`src/design/tfp_pkg.sv`:
```
// shared types and codes for the touch frame parser
`timescale 1ns / 1ps

package tfp_pkg;

  typedef enum logic [1:0] {
    OP_BYTE      = 2'd0,
    OP_XFER_OK   = 2'd1,
    OP_XFER_FAIL = 2'd2
  } tfp_op_kind_t;

  typedef struct packed {
    tfp_op_kind_t kind;
    logic [7:0]   data_byte;
    logic [1:0]   transfer_code;
  } tfp_op_t;

  typedef struct packed {
    logic [1:0]  kind;
    logic [2:0]  status;
    logic        new_sample;
    logic        big_object;
    logic [2:0]  point_total;
    logic [3:0]  touch_id;
    logic [11:0] x_coord;
    logic [11:0] y_coord;
    logic [7:0]  area;
    logic        recover_request;
    logic        last;
  } tfp_result_t;

  localparam logic [1:0] KIND_HEADER = 2'd0;
  localparam logic [1:0] KIND_POINT  = 2'd1;
  localparam logic [1:0] KIND_XFER   = 2'd2;

  localparam logic [2:0] STATUS_OK        = 3'd0;
  localparam logic [2:0] STATUS_NOT_READY = 3'd4;

  localparam logic [1:0] XFER_OK = 2'd0;

  localparam logic CFG_DEVICE_READY      = 1'b0;
  localparam logic CFG_RECOVER_THRESHOLD = 1'b1;

  localparam int QDEPTH = 2;
  localparam int QPTR_W = $clog2(QDEPTH);
  localparam int QCNT_W = $clog2(QDEPTH + 1);

endpackage

```
`src/design/touch_frame_parser.sv`:
```
// top level of the touch frame parser
// an accepted word passes through the front register, then the queue, then the result register
// throughput: one input word per cycle while out_stall is low
// results wait in an output register; the front keeps taking words until
// the two-entry queue and the front register are both full
// reset (rst_n low, synchronous) clears frame position and error count, and sets config to not ready, threshold 3
`timescale 1ns / 1ps

module touch_frame_parser #(
  parameter int SLOT_COUNT = 5,
  parameter int SLOT_BYTES = 8,
  parameter int MAX_POINTS = 5
) (
  input  logic        clk,
  input  logic        rst_n,
  input  logic        cfg_we,
  input  logic        cfg_index,
  input  logic [7:0]  cfg_data,
  input  logic        in_valid,
  output logic        in_stall,
  input  logic        in_func,
  input  logic [7:0]  in_data_byte,
  input  logic [1:0]  in_transfer_code,
  output logic        out_valid,
  input  logic        out_stall,
  output logic [1:0]  out_kind,
  output logic [2:0]  out_status,
  output logic        out_new_sample,
  output logic        out_big_object,
  output logic [2:0]  out_point_total,
  output logic [3:0]  out_touch_id,
  output logic [11:0] out_x_coord,
  output logic [11:0] out_y_coord,
  output logic [7:0]  out_area,
  output logic        out_recover_request,
  output logic        out_last
);
  import tfp_pkg::*;

  logic        push;
  tfp_op_t     push_op;
  logic        q_full;
  logic        pop;
  logic        q_valid;
  tfp_op_t     head_op;
  tfp_result_t res;

  tfp_front u_front (
    .clk              (clk),
    .rst_n            (rst_n),
    .in_valid         (in_valid),
    .in_stall         (in_stall),
    .in_func          (in_func),
    .in_data_byte     (in_data_byte),
    .in_transfer_code (in_transfer_code),
    .push             (push),
    .push_op          (push_op),
    .q_full           (q_full)
  );

  tfp_queue u_queue (
    .clk     (clk),
    .rst_n   (rst_n),
    .push    (push),
    .push_op (push_op),
    .full    (q_full),
    .pop     (pop),
    .q_valid (q_valid),
    .head_op (head_op)
  );

  tfp_back #(
    .SLOT_COUNT (SLOT_COUNT),
    .SLOT_BYTES (SLOT_BYTES),
    .MAX_POINTS (MAX_POINTS)
  ) u_back (
    .clk       (clk),
    .rst_n     (rst_n),
    .cfg_we    (cfg_we),
    .cfg_index (cfg_index),
    .cfg_data  (cfg_data),
    .q_valid   (q_valid),
    .head_op   (head_op),
    .pop       (pop),
    .out_valid (out_valid),
    .out_stall (out_stall),
    .out_res   (res)
  );

  assign out_kind            = res.kind;
  assign out_status          = res.status;
  assign out_new_sample      = res.new_sample;
  assign out_big_object      = res.big_object;
  assign out_point_total     = res.point_total;
  assign out_touch_id        = res.touch_id;
  assign out_x_coord         = res.x_coord;
  assign out_y_coord         = res.y_coord;
  assign out_area            = res.area;
  assign out_recover_request = res.recover_request;
  assign out_last            = res.last;

endmodule

```
`src/design/tfp_front.sv`:
```
// front stage: takes input words and classifies them into operations
`timescale 1ns / 1ps

module tfp_front (
  input  logic            clk,
  input  logic            rst_n,
  input  logic            in_valid,
  output logic            in_stall,
  input  logic            in_func,
  input  logic [7:0]      in_data_byte,
  input  logic [1:0]      in_transfer_code,
  output logic            push,
  output tfp_pkg::tfp_op_t push_op,
  input  logic            q_full
);
  import tfp_pkg::*;

  logic    front_valid_r;
  logic    front_valid_nxt;
  tfp_op_t front_r;
  tfp_op_t front_nxt;
  logic    accept;

  assign in_stall = front_valid_r && q_full;
  assign accept   = in_valid && !in_stall;
  assign push     = front_valid_r && !q_full;
  assign push_op  = front_r;

  always_comb begin
    front_valid_nxt = front_valid_r;
    front_nxt       = front_r;
    if (accept) begin
      front_valid_nxt         = 1'b1;
      front_nxt.data_byte     = in_data_byte;
      front_nxt.transfer_code = in_transfer_code;
      if (!in_func) begin
        front_nxt.kind = OP_BYTE;
      end else if (in_transfer_code == XFER_OK) begin
        front_nxt.kind = OP_XFER_OK;
      end else begin
        front_nxt.kind = OP_XFER_FAIL;
      end
    end else if (push) begin
      front_valid_nxt = 1'b0;
    end
  end

  always_ff @(posedge clk) begin
    if (!rst_n) begin
      front_valid_r <= 1'b0;
    end else begin
      front_valid_r <= front_valid_nxt;
    end
    front_r <= front_nxt;
  end

endmodule

```
`src/design/tfp_queue.sv`:
```
// short operation queue between front and back
`timescale 1ns / 1ps

module tfp_queue (
  input  logic             clk,
  input  logic             rst_n,
  input  logic             push,
  input  tfp_pkg::tfp_op_t push_op,
  output logic             full,
  input  logic             pop,
  output logic             q_valid,
  output tfp_pkg::tfp_op_t head_op
);
  import tfp_pkg::*;

  tfp_op_t             mem [QDEPTH];
  logic [QPTR_W-1:0]   wr_ptr_r;
  logic [QPTR_W-1:0]   rd_ptr_r;
  logic [QCNT_W-1:0]   count_r;
  logic                do_push;
  logic                do_pop;

  assign full    = (count_r == QCNT_W'(QDEPTH));
  assign q_valid = (count_r != '0);
  assign head_op = mem[rd_ptr_r];
  assign do_push = push && !full;
  assign do_pop  = pop && q_valid;

  always_ff @(posedge clk) begin
    if (do_push) begin
      mem[wr_ptr_r] <= push_op;
    end
  end

  always_ff @(posedge clk) begin
    if (!rst_n) begin
      wr_ptr_r <= '0;
      rd_ptr_r <= '0;
      count_r  <= '0;
    end else begin
      if (do_push) begin
        wr_ptr_r <= (wr_ptr_r == QPTR_W'(QDEPTH - 1)) ? '0 : wr_ptr_r + 1'b1;
      end
      if (do_pop) begin
        rd_ptr_r <= (rd_ptr_r == QPTR_W'(QDEPTH - 1)) ? '0 : rd_ptr_r + 1'b1;
      end
      if (do_push && !do_pop) begin
        count_r <= count_r + 1'b1;
      end else if (do_pop && !do_push) begin
        count_r <= count_r - 1'b1;
      end
    end
  end

endmodule

```
`src/design/tfp_back.sv`:
```
// back stage: frame state, point assembly, error counter and result register
`timescale 1ns / 1ps

module tfp_back #(
  parameter int SLOT_COUNT = 5,
  parameter int SLOT_BYTES = 8,
  parameter int MAX_POINTS = 5
) (
  input  logic                clk,
  input  logic                rst_n,
  input  logic                cfg_we,
  input  logic                cfg_index,
  input  logic [7:0]          cfg_data,
  input  logic                q_valid,
  input  tfp_pkg::tfp_op_t    head_op,
  output logic                pop,
  output logic                out_valid,
  input  logic                out_stall,
  output tfp_pkg::tfp_result_t out_res
);
  import tfp_pkg::*;

  localparam int LIMIT  = (MAX_POINTS < SLOT_COUNT) ? MAX_POINTS : SLOT_COUNT;
  localparam int PTS_W  = $clog2(LIMIT + 1);
  localparam int SLOT_W = $clog2(SLOT_COUNT + 1);
  localparam int CMP_W  = 5;

  localparam logic [3:0] LIMIT_NIB = 4'(LIMIT);
  localparam logic [2:0] OFF_LAST  = 3'(SLOT_BYTES - 1);
  localparam logic [2:0] OFF_ID    = 3'd0;
  localparam logic [2:0] OFF_XLO   = 3'd1;
  localparam logic [2:0] OFF_XHI   = 3'd2;
  localparam logic [2:0] OFF_YLO   = 3'd3;
  localparam logic [2:0] OFF_YHI   = 3'd4;
  localparam logic [2:0] OFF_AREA  = 3'd5;

  logic              device_ready_r;
  logic [7:0]        threshold_r;
  logic              at_hdr_r,  at_hdr_nxt;
  logic [SLOT_W-1:0] slot_r,    slot_nxt;
  logic [2:0]        off_r,     off_nxt;
  logic [PTS_W-1:0]  points_r,  points_nxt;
  logic [3:0]        id_r,      id_nxt;
  logic [11:0]       x_r,       x_nxt;
  logic [11:0]       y_r,       y_nxt;
  logic [7:0]        err_r,     err_nxt;
  logic              out_valid_r;
  tfp_result_t       res_r,     res_nxt;
  logic              emit;
  logic              out_free;
  logic [7:0]        b;
  logic [3:0]        cnt_nib;
  logic [7:0]        err_inc;

  assign out_free  = !out_valid_r || !out_stall;
  assign pop       = q_valid && out_free;
  assign out_valid = out_valid_r;
  assign out_res   = res_r;
  assign b         = head_op.data_byte;
  assign cnt_nib   = (b[3:0] > LIMIT_NIB) ? LIMIT_NIB : b[3:0];
  assign err_inc   = (err_r == 8'hFF) ? err_r : err_r + 8'd1;

  always_comb begin
    at_hdr_nxt = at_hdr_r;
    slot_nxt   = slot_r;
    off_nxt    = off_r;
    points_nxt = points_r;
    id_nxt     = id_r;
    x_nxt      = x_r;
    y_nxt      = y_r;
    err_nxt    = err_r;
    res_nxt    = '0;
    emit       = 1'b0;
    unique case (head_op.kind)
      OP_BYTE: begin
        if (!device_ready_r) begin
          at_hdr_nxt     = 1'b1;
          emit           = 1'b1;
          res_nxt.kind   = KIND_HEADER;
          res_nxt.status = STATUS_NOT_READY;
          res_nxt.last   = 1'b1;
        end else if (at_hdr_r) begin
          at_hdr_nxt   = 1'b0;
          slot_nxt     = '0;
          off_nxt      = '0;
          emit         = 1'b1;
          res_nxt.kind = KIND_HEADER;
          if (b[7]) begin
            points_nxt          = PTS_W'(cnt_nib);
            res_nxt.new_sample  = 1'b1;
            res_nxt.big_object  = b[6];
            res_nxt.point_total = 3'(cnt_nib);
            res_nxt.last        = (cnt_nib == 4'd0);
          end else begin
            points_nxt   = '0;
            res_nxt.last = 1'b1;
          end
        end else begin
          if (CMP_W'(slot_r) < CMP_W'(points_r)) begin
            unique case (off_r)
              OFF_ID:  id_nxt = b[3:0];
              OFF_XLO: x_nxt  = {x_r[11:8], b};
              OFF_XHI: x_nxt  = {b[3:0], x_r[7:0]};
              OFF_YLO: y_nxt  = {y_r[11:8], b};
              OFF_YHI: y_nxt  = {b[3:0], y_r[7:0]};
              OFF_AREA: begin
                emit             = 1'b1;
                res_nxt.kind     = KIND_POINT;
                res_nxt.touch_id = id_r;
                res_nxt.x_coord  = x_r;
                res_nxt.y_coord  = y_r;
                res_nxt.area     = b;
                res_nxt.last     = (CMP_W'(slot_r) + CMP_W'(1) == CMP_W'(points_r));
              end
              default: ;
            endcase
          end
          if (off_r == OFF_LAST) begin
            off_nxt = '0;
            if (slot_r == SLOT_W'(SLOT_COUNT - 1)) begin
              at_hdr_nxt = 1'b1;
            end else begin
              slot_nxt = slot_r + 1'b1;
            end
          end else begin
            off_nxt = off_r + 3'd1;
          end
        end
      end
      OP_XFER_OK: begin
        err_nxt        = '0;
        emit           = 1'b1;
        res_nxt.kind   = KIND_XFER;
        res_nxt.status = STATUS_OK;
        res_nxt.last   = 1'b1;
      end
      OP_XFER_FAIL: begin
        at_hdr_nxt     = 1'b1;
        emit           = 1'b1;
        res_nxt.kind   = KIND_XFER;
        res_nxt.status = {1'b0, head_op.transfer_code};
        res_nxt.last   = 1'b1;
        if (err_inc >= threshold_r) begin
          res_nxt.recover_request = 1'b1;
          err_nxt                 = '0;
        end else begin
          err_nxt = err_inc;
        end
      end
      default: ;
    endcase
  end

  always_ff @(posedge clk) begin
    if (!rst_n) begin
      device_ready_r <= 1'b0;
      threshold_r    <= 8'd3;
      at_hdr_r       <= 1'b1;
      slot_r         <= '0;
      off_r          <= '0;
      points_r       <= '0;
      err_r          <= '0;
      out_valid_r    <= 1'b0;
    end else begin
      if (cfg_we) begin
        unique case (cfg_index)
          CFG_DEVICE_READY:      device_ready_r <= cfg_data[0];
          CFG_RECOVER_THRESHOLD: threshold_r    <= cfg_data;
          default: ;
        endcase
      end
      if (pop) begin
        at_hdr_r <= at_hdr_nxt;
        slot_r   <= slot_nxt;
        off_r    <= off_nxt;
        points_r <= points_nxt;
        err_r    <= err_nxt;
      end
      if (out_free) begin
        out_valid_r <= pop && emit;
      end
    end
    if (pop) begin
      id_r <= id_nxt;
      x_r  <= x_nxt;
      y_r  <= y_nxt;
    end
    if (pop && emit) begin
      res_r <= res_nxt;
    end
  end

endmodule
```
`config.mk`:
```
export PLATFORM = sky130hd
export DESIGN_NAME = touch_frame_parser
export DESIGN_NICKNAME = d
export VERILOG_FILES = /design/src/design/tfp_pkg.sv /design/src/design/touch_frame_parser.sv /design/src/design/tfp_front.sv /design/src/design/tfp_queue.sv /design/src/design/tfp_back.sv
export SDC_FILE = /design/constraint.sdc
export NUM_CORES = 1
export LEC_CHECK = 0
export ABC_AREA = 1
export BUFFER_PORTS_ARGS = -buffer_cell sky130_fd_sc_hd__clkbuf_2
export CORE_ASPECT_RATIO = 0.9
export CORE_MARGIN = 1
export CORE_UTILIZATION = 62
export CTS_CLUSTER_DIAMETER = 40
export DETAILED_ROUTE_END_ITERATION = 10
export GPL_TIMING_DRIVEN = 0
export MAX_ROUTING_LAYER = met4
export PLACE_DENSITY = 0.94
export SYNTH_ARGS = -nofsm -noshare
export SYNTH_HDL_FRONTEND = slang
export SYNTH_HIERARCHICAL = 1
export SYNTH_SLANG_ARGS = --single-unit
```
`constraint.sdc`:
```
create_clock -name clk -period 7.5 [get_ports clk]
set_input_delay 2.25 -clock clk [delete_from_list [all_inputs] [get_ports clk]]
set_output_delay 2.25 -clock clk [all_outputs]
set_load 0.02 [all_outputs]
```
### Yosys cells after proc, flatten, opt, wreduce, memory -nomap -nowiden

Memory sizes are Yosys's and may differ from the RTL's. A register that Yosys moved wholly into a read port is not among the register bits.
Cells that the tools add are included.

| word-level totals | value |
|---|---|
| output and inout bits | 50 |
| memories | 1 |
| bits in registers | 121 |
| word-level logic and storage cells | 155 |
| bits of input ports | 25 |
| memory bits (writable) | 24 |

Memories:

| memory | words | width | read ports | clocked after Yosys merged registers in | write ports | line | text |
|---|---|---|---|---|---|---|---|
| u_queue.mem | 2 | 12 | 1 | 1 | 1 | tfp_queue.sv:16 | `tfp_op_t mem [QDEPTH];` |

| cells by class | value |
|---|---|
| equality and inequality tests | 13 |
| reduce and logical (&&, ||, !) cells | 42 |
| add/subtract/negate cells | 8 |
| mux-type cells | 47 |
| bitwise operators | 10 |
| magnitude comparators | 3 |

Operators with widths:

| cell | count |
|---|---|
| case mux 12 bit (2 select lines) | 2 |
| AND reduction 7 bit | 4 |
| 2-to-1 mux 1 bit | 23 |
| 2-to-1 mux 3 bit | 7 |
| 2-to-1 mux 8 bit | 2 |
| case mux 8 bit (2 select lines) | 1 |
| case mux 5 bit (3 select lines) | 1 |
| == test 3 bit, second input constant | 4 |
| 2-to-1 mux 2 bit | 6 |
| nonzero test 2 bit | 6 |
| inverter 1 bit | 10 |
| logical AND 1 bit | 9 |
| adder 8 x 1 -> 8 bit, second input constant | 1 |
| == test 8 bit, second input constant | 1 |
| greater-or-equal comparator 8 bit | 1 |
| AND reduction 2 bit | 4 |
| AND reduction 4 bit | 2 |
| adder 3 x 1 -> 3 bit, second input constant | 2 |
| == test 3 x 2 -> 1 bit, second input constant | 2 |
| zero test 1 bit | 6 |
| case mux 1 bit (2 select lines) | 3 |
| AND reduction 3 bit | 2 |
| AND reduction 6 bit | 1 |
| == test 5 x 3 -> 1 bit | 1 |
| 19 further kinds | 22 |

### Depth between registers and ports, before layout

| logic depth | value |
|---|---|
| word-level depth | 8 |
| depth in mapped cells | 15 |
| gate-level depth less buffers | 15 |

### By module

Netlist, hierarchy kept.

Modules (own cells, without submodules):

| module | cells each | times used | area each (µm²) |
|---|---|---|---|
| tfp_back | 480 | 1 | 4708.3 |
| tfp_queue | 74 | 1 | 1152.4 |
| tfp_front | 25 | 1 | 434.2 |

### Worst setup path before layout

Ideal clock, no wire load.

| path | value |
|---|---|
| path kind | input to register |
| start | input out_stall |
| end | register u_back.x_r[0], enable pin |
| arrival time | 3.623 ns |
| library setup time | 0.398 ns |
| data required time | 7.102 ns |
| slack | 3.479 ns |
| stages | 5 |
| buffers on the path | 0 |
| cells stage by stage | nand2_1 nand2_1 nor2_1 nand2_1 nor4b_1 |

| between the ends | value |
|---|---|
| word-level cells in the longest chain between the ends | 4 |

RTL lines:

| item | line | text |
|---|---|---|
| start: declaration | touch_frame_parser.sv:25 | `input logic out_stall,` |
| zero test 1 bit | tfp_back.sv:55 | `assign out_free = !out_valid_r \|\| !out_stall;` |
| logical OR 1 bit | tfp_back.sv:55 |  |
| logical AND 1 bit | tfp_back.sv:56 | `assign pop = q_valid && out_free;` |
| AND reduction 7 bit (no source line) | n/a |  |
| end signal: assignment | tfp_back.sv:185 | `x_r <= x_nxt;` |
| end: declaration | tfp_back.sv:44 | `logic [11:0] x_r, x_nxt;` |

Every way passes these cells.
A chain may end at the register's enable or synchronous reset.

### Final worst setup path

| path | value |
|---|---|
| start | input out_stall |
| end | register u_back.x_r[6], enable pin |

Same word-level chain as after synthesis.

==> qor.yml <==
outcome:
  status: "finished clean"
yosys:
  synth-edff-count: 112
  syn_avg_cell_area_sq_um: 10.9
  post-synth-top-area-cell: "edfxtp_1"
  syn_area_sq_um: 6290
  synthesis.nets: 628
  synth.distinct_cells: 37
  synth_flop_cell: "edfxtp_1"
  yosysTopAreaCellShare_pct: 53.4
  yosysWarnings: 6
  synth_common_cells: "112 x edfxtp_1, 92 x nor2_1, 90 x inv_1"
  ys_ff_latch: 146
  yosysMostFrequentCell: "edfxtp_1"
  synth_area_leaders: "edfxtp_1 53%, dfxtp_1 11%, nor2_1 5.5%"
  synth_cells: 579
  yosysSeqAreaShare_pct: 64.2
  async_flop_share_pct: 0
detailed_routing:
  dr.pass1.iters: 5
  wl_per_cell_microns: 16.0
  vias: 4465
  drc: 0
  ant_nets: 0
  viasPerCell: 5.51
  drt_iter0_drc: 405
  wirelength_mm: 13.0
floorplan:
  dieArea_sq_um: 10600
  num_rows: 34
  fp.dieW_microns: 108
  start_util_pct: 64.3
  ios: 75
  coreArea_sq_um: 9780
  die_h_microns: 97.6
final_layout:
  final_nets: 721
  n_fill_cell: 563
  n_antenna_cell: 0
  area_delta_synth_final_pct: 18.8
  multiInputGateArea_sq_um: 1820
  regArea_sq_um: 4040
  drive_above_1_share_pct: 22.9
clocking:
  cts_root_buf: "clkbuf_16"
  cts_max_level: 4
  clk_pin_slew_ns: 0.06
  clock-sinks: 146
  cts-buffers-inserted: 17
  cts_setup_buffers: 0
  clk_path_buf_depth: 2
  cts_tree: "yes"
  cts-hold-fix-buffers: 0
  cts_resized: 0
  worstSkewPairLatency_ns: 0.42
timing:
  min_period_ns: 3.68
  setup_tns_ns: 0
  rsz0062_at_grt: "no"
  worst_slack_ns: 3.82
  setup_violations: 0
  fin_worst_skew_ns: 0.00720
  fmax_mhz: 272
  max_slew.worst_pin.slew_ns: 1.04
  final_max_slew_viol_count: 0
  maxSlewHeadroom_pct: 30.7
  period_share_pct: 49.0
  finalHoldViolCount: 0
power_and_ir_drop:
  power_density_nw_per_um2: 348
  switching_share_pct: 30.6
  ir_drop_v: 0.000210
  p_switching_mw: 0.798
  internal_power_mw: 1.80
  cellLeakagePower_nw: 3.25
  combPwrFrac_pct: 22.3
  p_seq_share_pct: 42.1
  p_total_mw: 2.60
  power_frac_clock_pct: 35.6
worst_setup_path:
  crit_path_max_fanout: 8
  path_class: "input port to flip-flop"
  r2r_cells: 8
  cp-end-kind: "flip-flop"
  cp.arrival_ns: 3.72
  cp-start-kind: "input port"
  crit_required_ns: 7.54
grt:
  grt_usage_pct: 27.9
  grt_pass1_wl_mm: 21.2
  grt_max_degree: 49
  grt_overflow: 0
  antenna_found_initial: 0
  first_global_vias: 4488
hold_path:
  whs_path_depth: 0
  hold_class: "flip-flop to flip-flop"
placed_design:
  port_buffers: 74
  pre_cts_slack_ns: 3.50
  hpwl_mm: 8.48
  globalplace.congestion: 0.855
run:
  drv_cap: 0
## final cells by class
cell class / count / share of cell area (%)
sequential: 146 / 54.1
multi-input combinational: 321 / 24.4
clock buffer: 17 / 5.69
inverter: 103 / 5.17
timing repair buffer: 74 / 4.95
clock inverter: 15 / 3.03
tap: 126 / 2.11
buffer: 9 / 0.619
## through the flow
| step | instances | area, sq um | hold slack (ns) | utilization, % |
|---|---|---|---|---|
| floorplan | 579 | 6290 | 0.421 | - |
| global placement | 779 | 6820 | 0.426 | 69.7 |
| detailed placement | 779 | 6830 | 0.435 | 69.8 |
| CTS | 811 | 7480 | 0.450 | 76.5 |
| global route | 811 | 7480 | 0.472 | 76.5 |
| finish | 811 | 7480 | 0.452 | 76.5 |
## cells by family after synthesis
logic type | Yosys count | synth area share (%)
AO/OA/AOI/OAI | 60 | 5.35
multiplexers | 12 | 2.74
buffers and inverters | 112 | 6.88
XOR/XNOR | 1 | 0.139
flip-flops | 146 | 64.2
adder cells (fa/ha/maj) | 24 | 4.77
AND/OR/NAND/NOR | 224 | 15.9
## power by group through the flow
stage                     combinational (mW)  sequential (mW)  clock, mW
after detailed placement               0.564             1.11          0
after floorplan                        0.285             1.21          0
final                                  0.581             1.10      0.926
after global routing                   0.628             1.11      0.972
after CTS                              0.578             1.10      0.936
after global placement                 0.537             1.10          0
## final timing paths
path                                     start                           end  slack, ns
min          u_front/push_op[11]$_SDFFCE_PN0P_  u_queue/mem[1][11]$_DFFE_PP_       0.45
max reg2reg                          flip-flop       u_back/x_r[6]$_DFFE_PP_       4.68
max                                  out_stall       u_back/x_r[6]$_DFFE_PP_       3.82
min reg2reg  u_front/push_op[11]$_SDFFCE_PN0P_  u_queue/mem[1][11]$_DFFE_PP_       0.45
## flip-flops by register name, indices dropped and copies added (netlist names), named ones only
| name | flops |
|---|---|
| u_queue/count_r | 2 |
| u_back/device_ready_r | 1 |
| u_back/y_r | 12 |
| u_back/err_r | 8 |
| u_queue/rd_ptr_r | 1 |
| u_back/at_hdr_r | 1 |
| u_back/slot_r | 3 |
| u_front/push_op | 12 |
| u_back/id_r | 4 |
| u_back/out_res | 48 |
| u_queue/wr_ptr_r | 1 |
| u_queue/mem | 24 |
| u_front/front_valid_r | 1 |
| u_back/out_valid | 1 |
| u_back/points_r | 3 |
| u_back/off_r | 3 |
| u_back/threshold_r | 8 |
| u_back/x_r | 12 |
## per-layer routing
metal | share of wire [%] | wire length (microns) | GRT usage, %
met2 | 53 | 6850 | 47.2
met3 | 6.6 | 854 | 6.24
met4 | 3.7 | 484 | 15.0
met1 | 37 | 4820 | 30.2
met5 | 0 | 0 | -
## critical path, stage by stage
cell and delay (ns):
clkbuf_2 0.08, nand2_1 0.11, nand2_1 0.18, nor2_1 0.23, nand2_1 0.13, nor4b_2 0.73
## placed cells by master (no fill, tap or decap), types with 2 or more instances in the layout
cell       instances
clkbuf_16         17
inv_2             14
nand2_1           77
nor2_2             4
clkbuf_2          74
inv_1             89
o21a_1             2
nand2_4            2
o211ai_1           3
bufinv_16          5
o21ai_0           12
nor2_1            92
nand4_1           10
clkinv_1           2
ha_1              24
mux2_4            10
clkinv_4           2
a21oi_1           34
nand2_2            8
dfxtp_1           34
clkbuf_1           4
o21ai_1            4
nor4_1             2
edfxtp_1         112
inv_6              5
nand3_1           21
mux2_2             2
buf_2              4
Power figures use the tool's default switching activity.
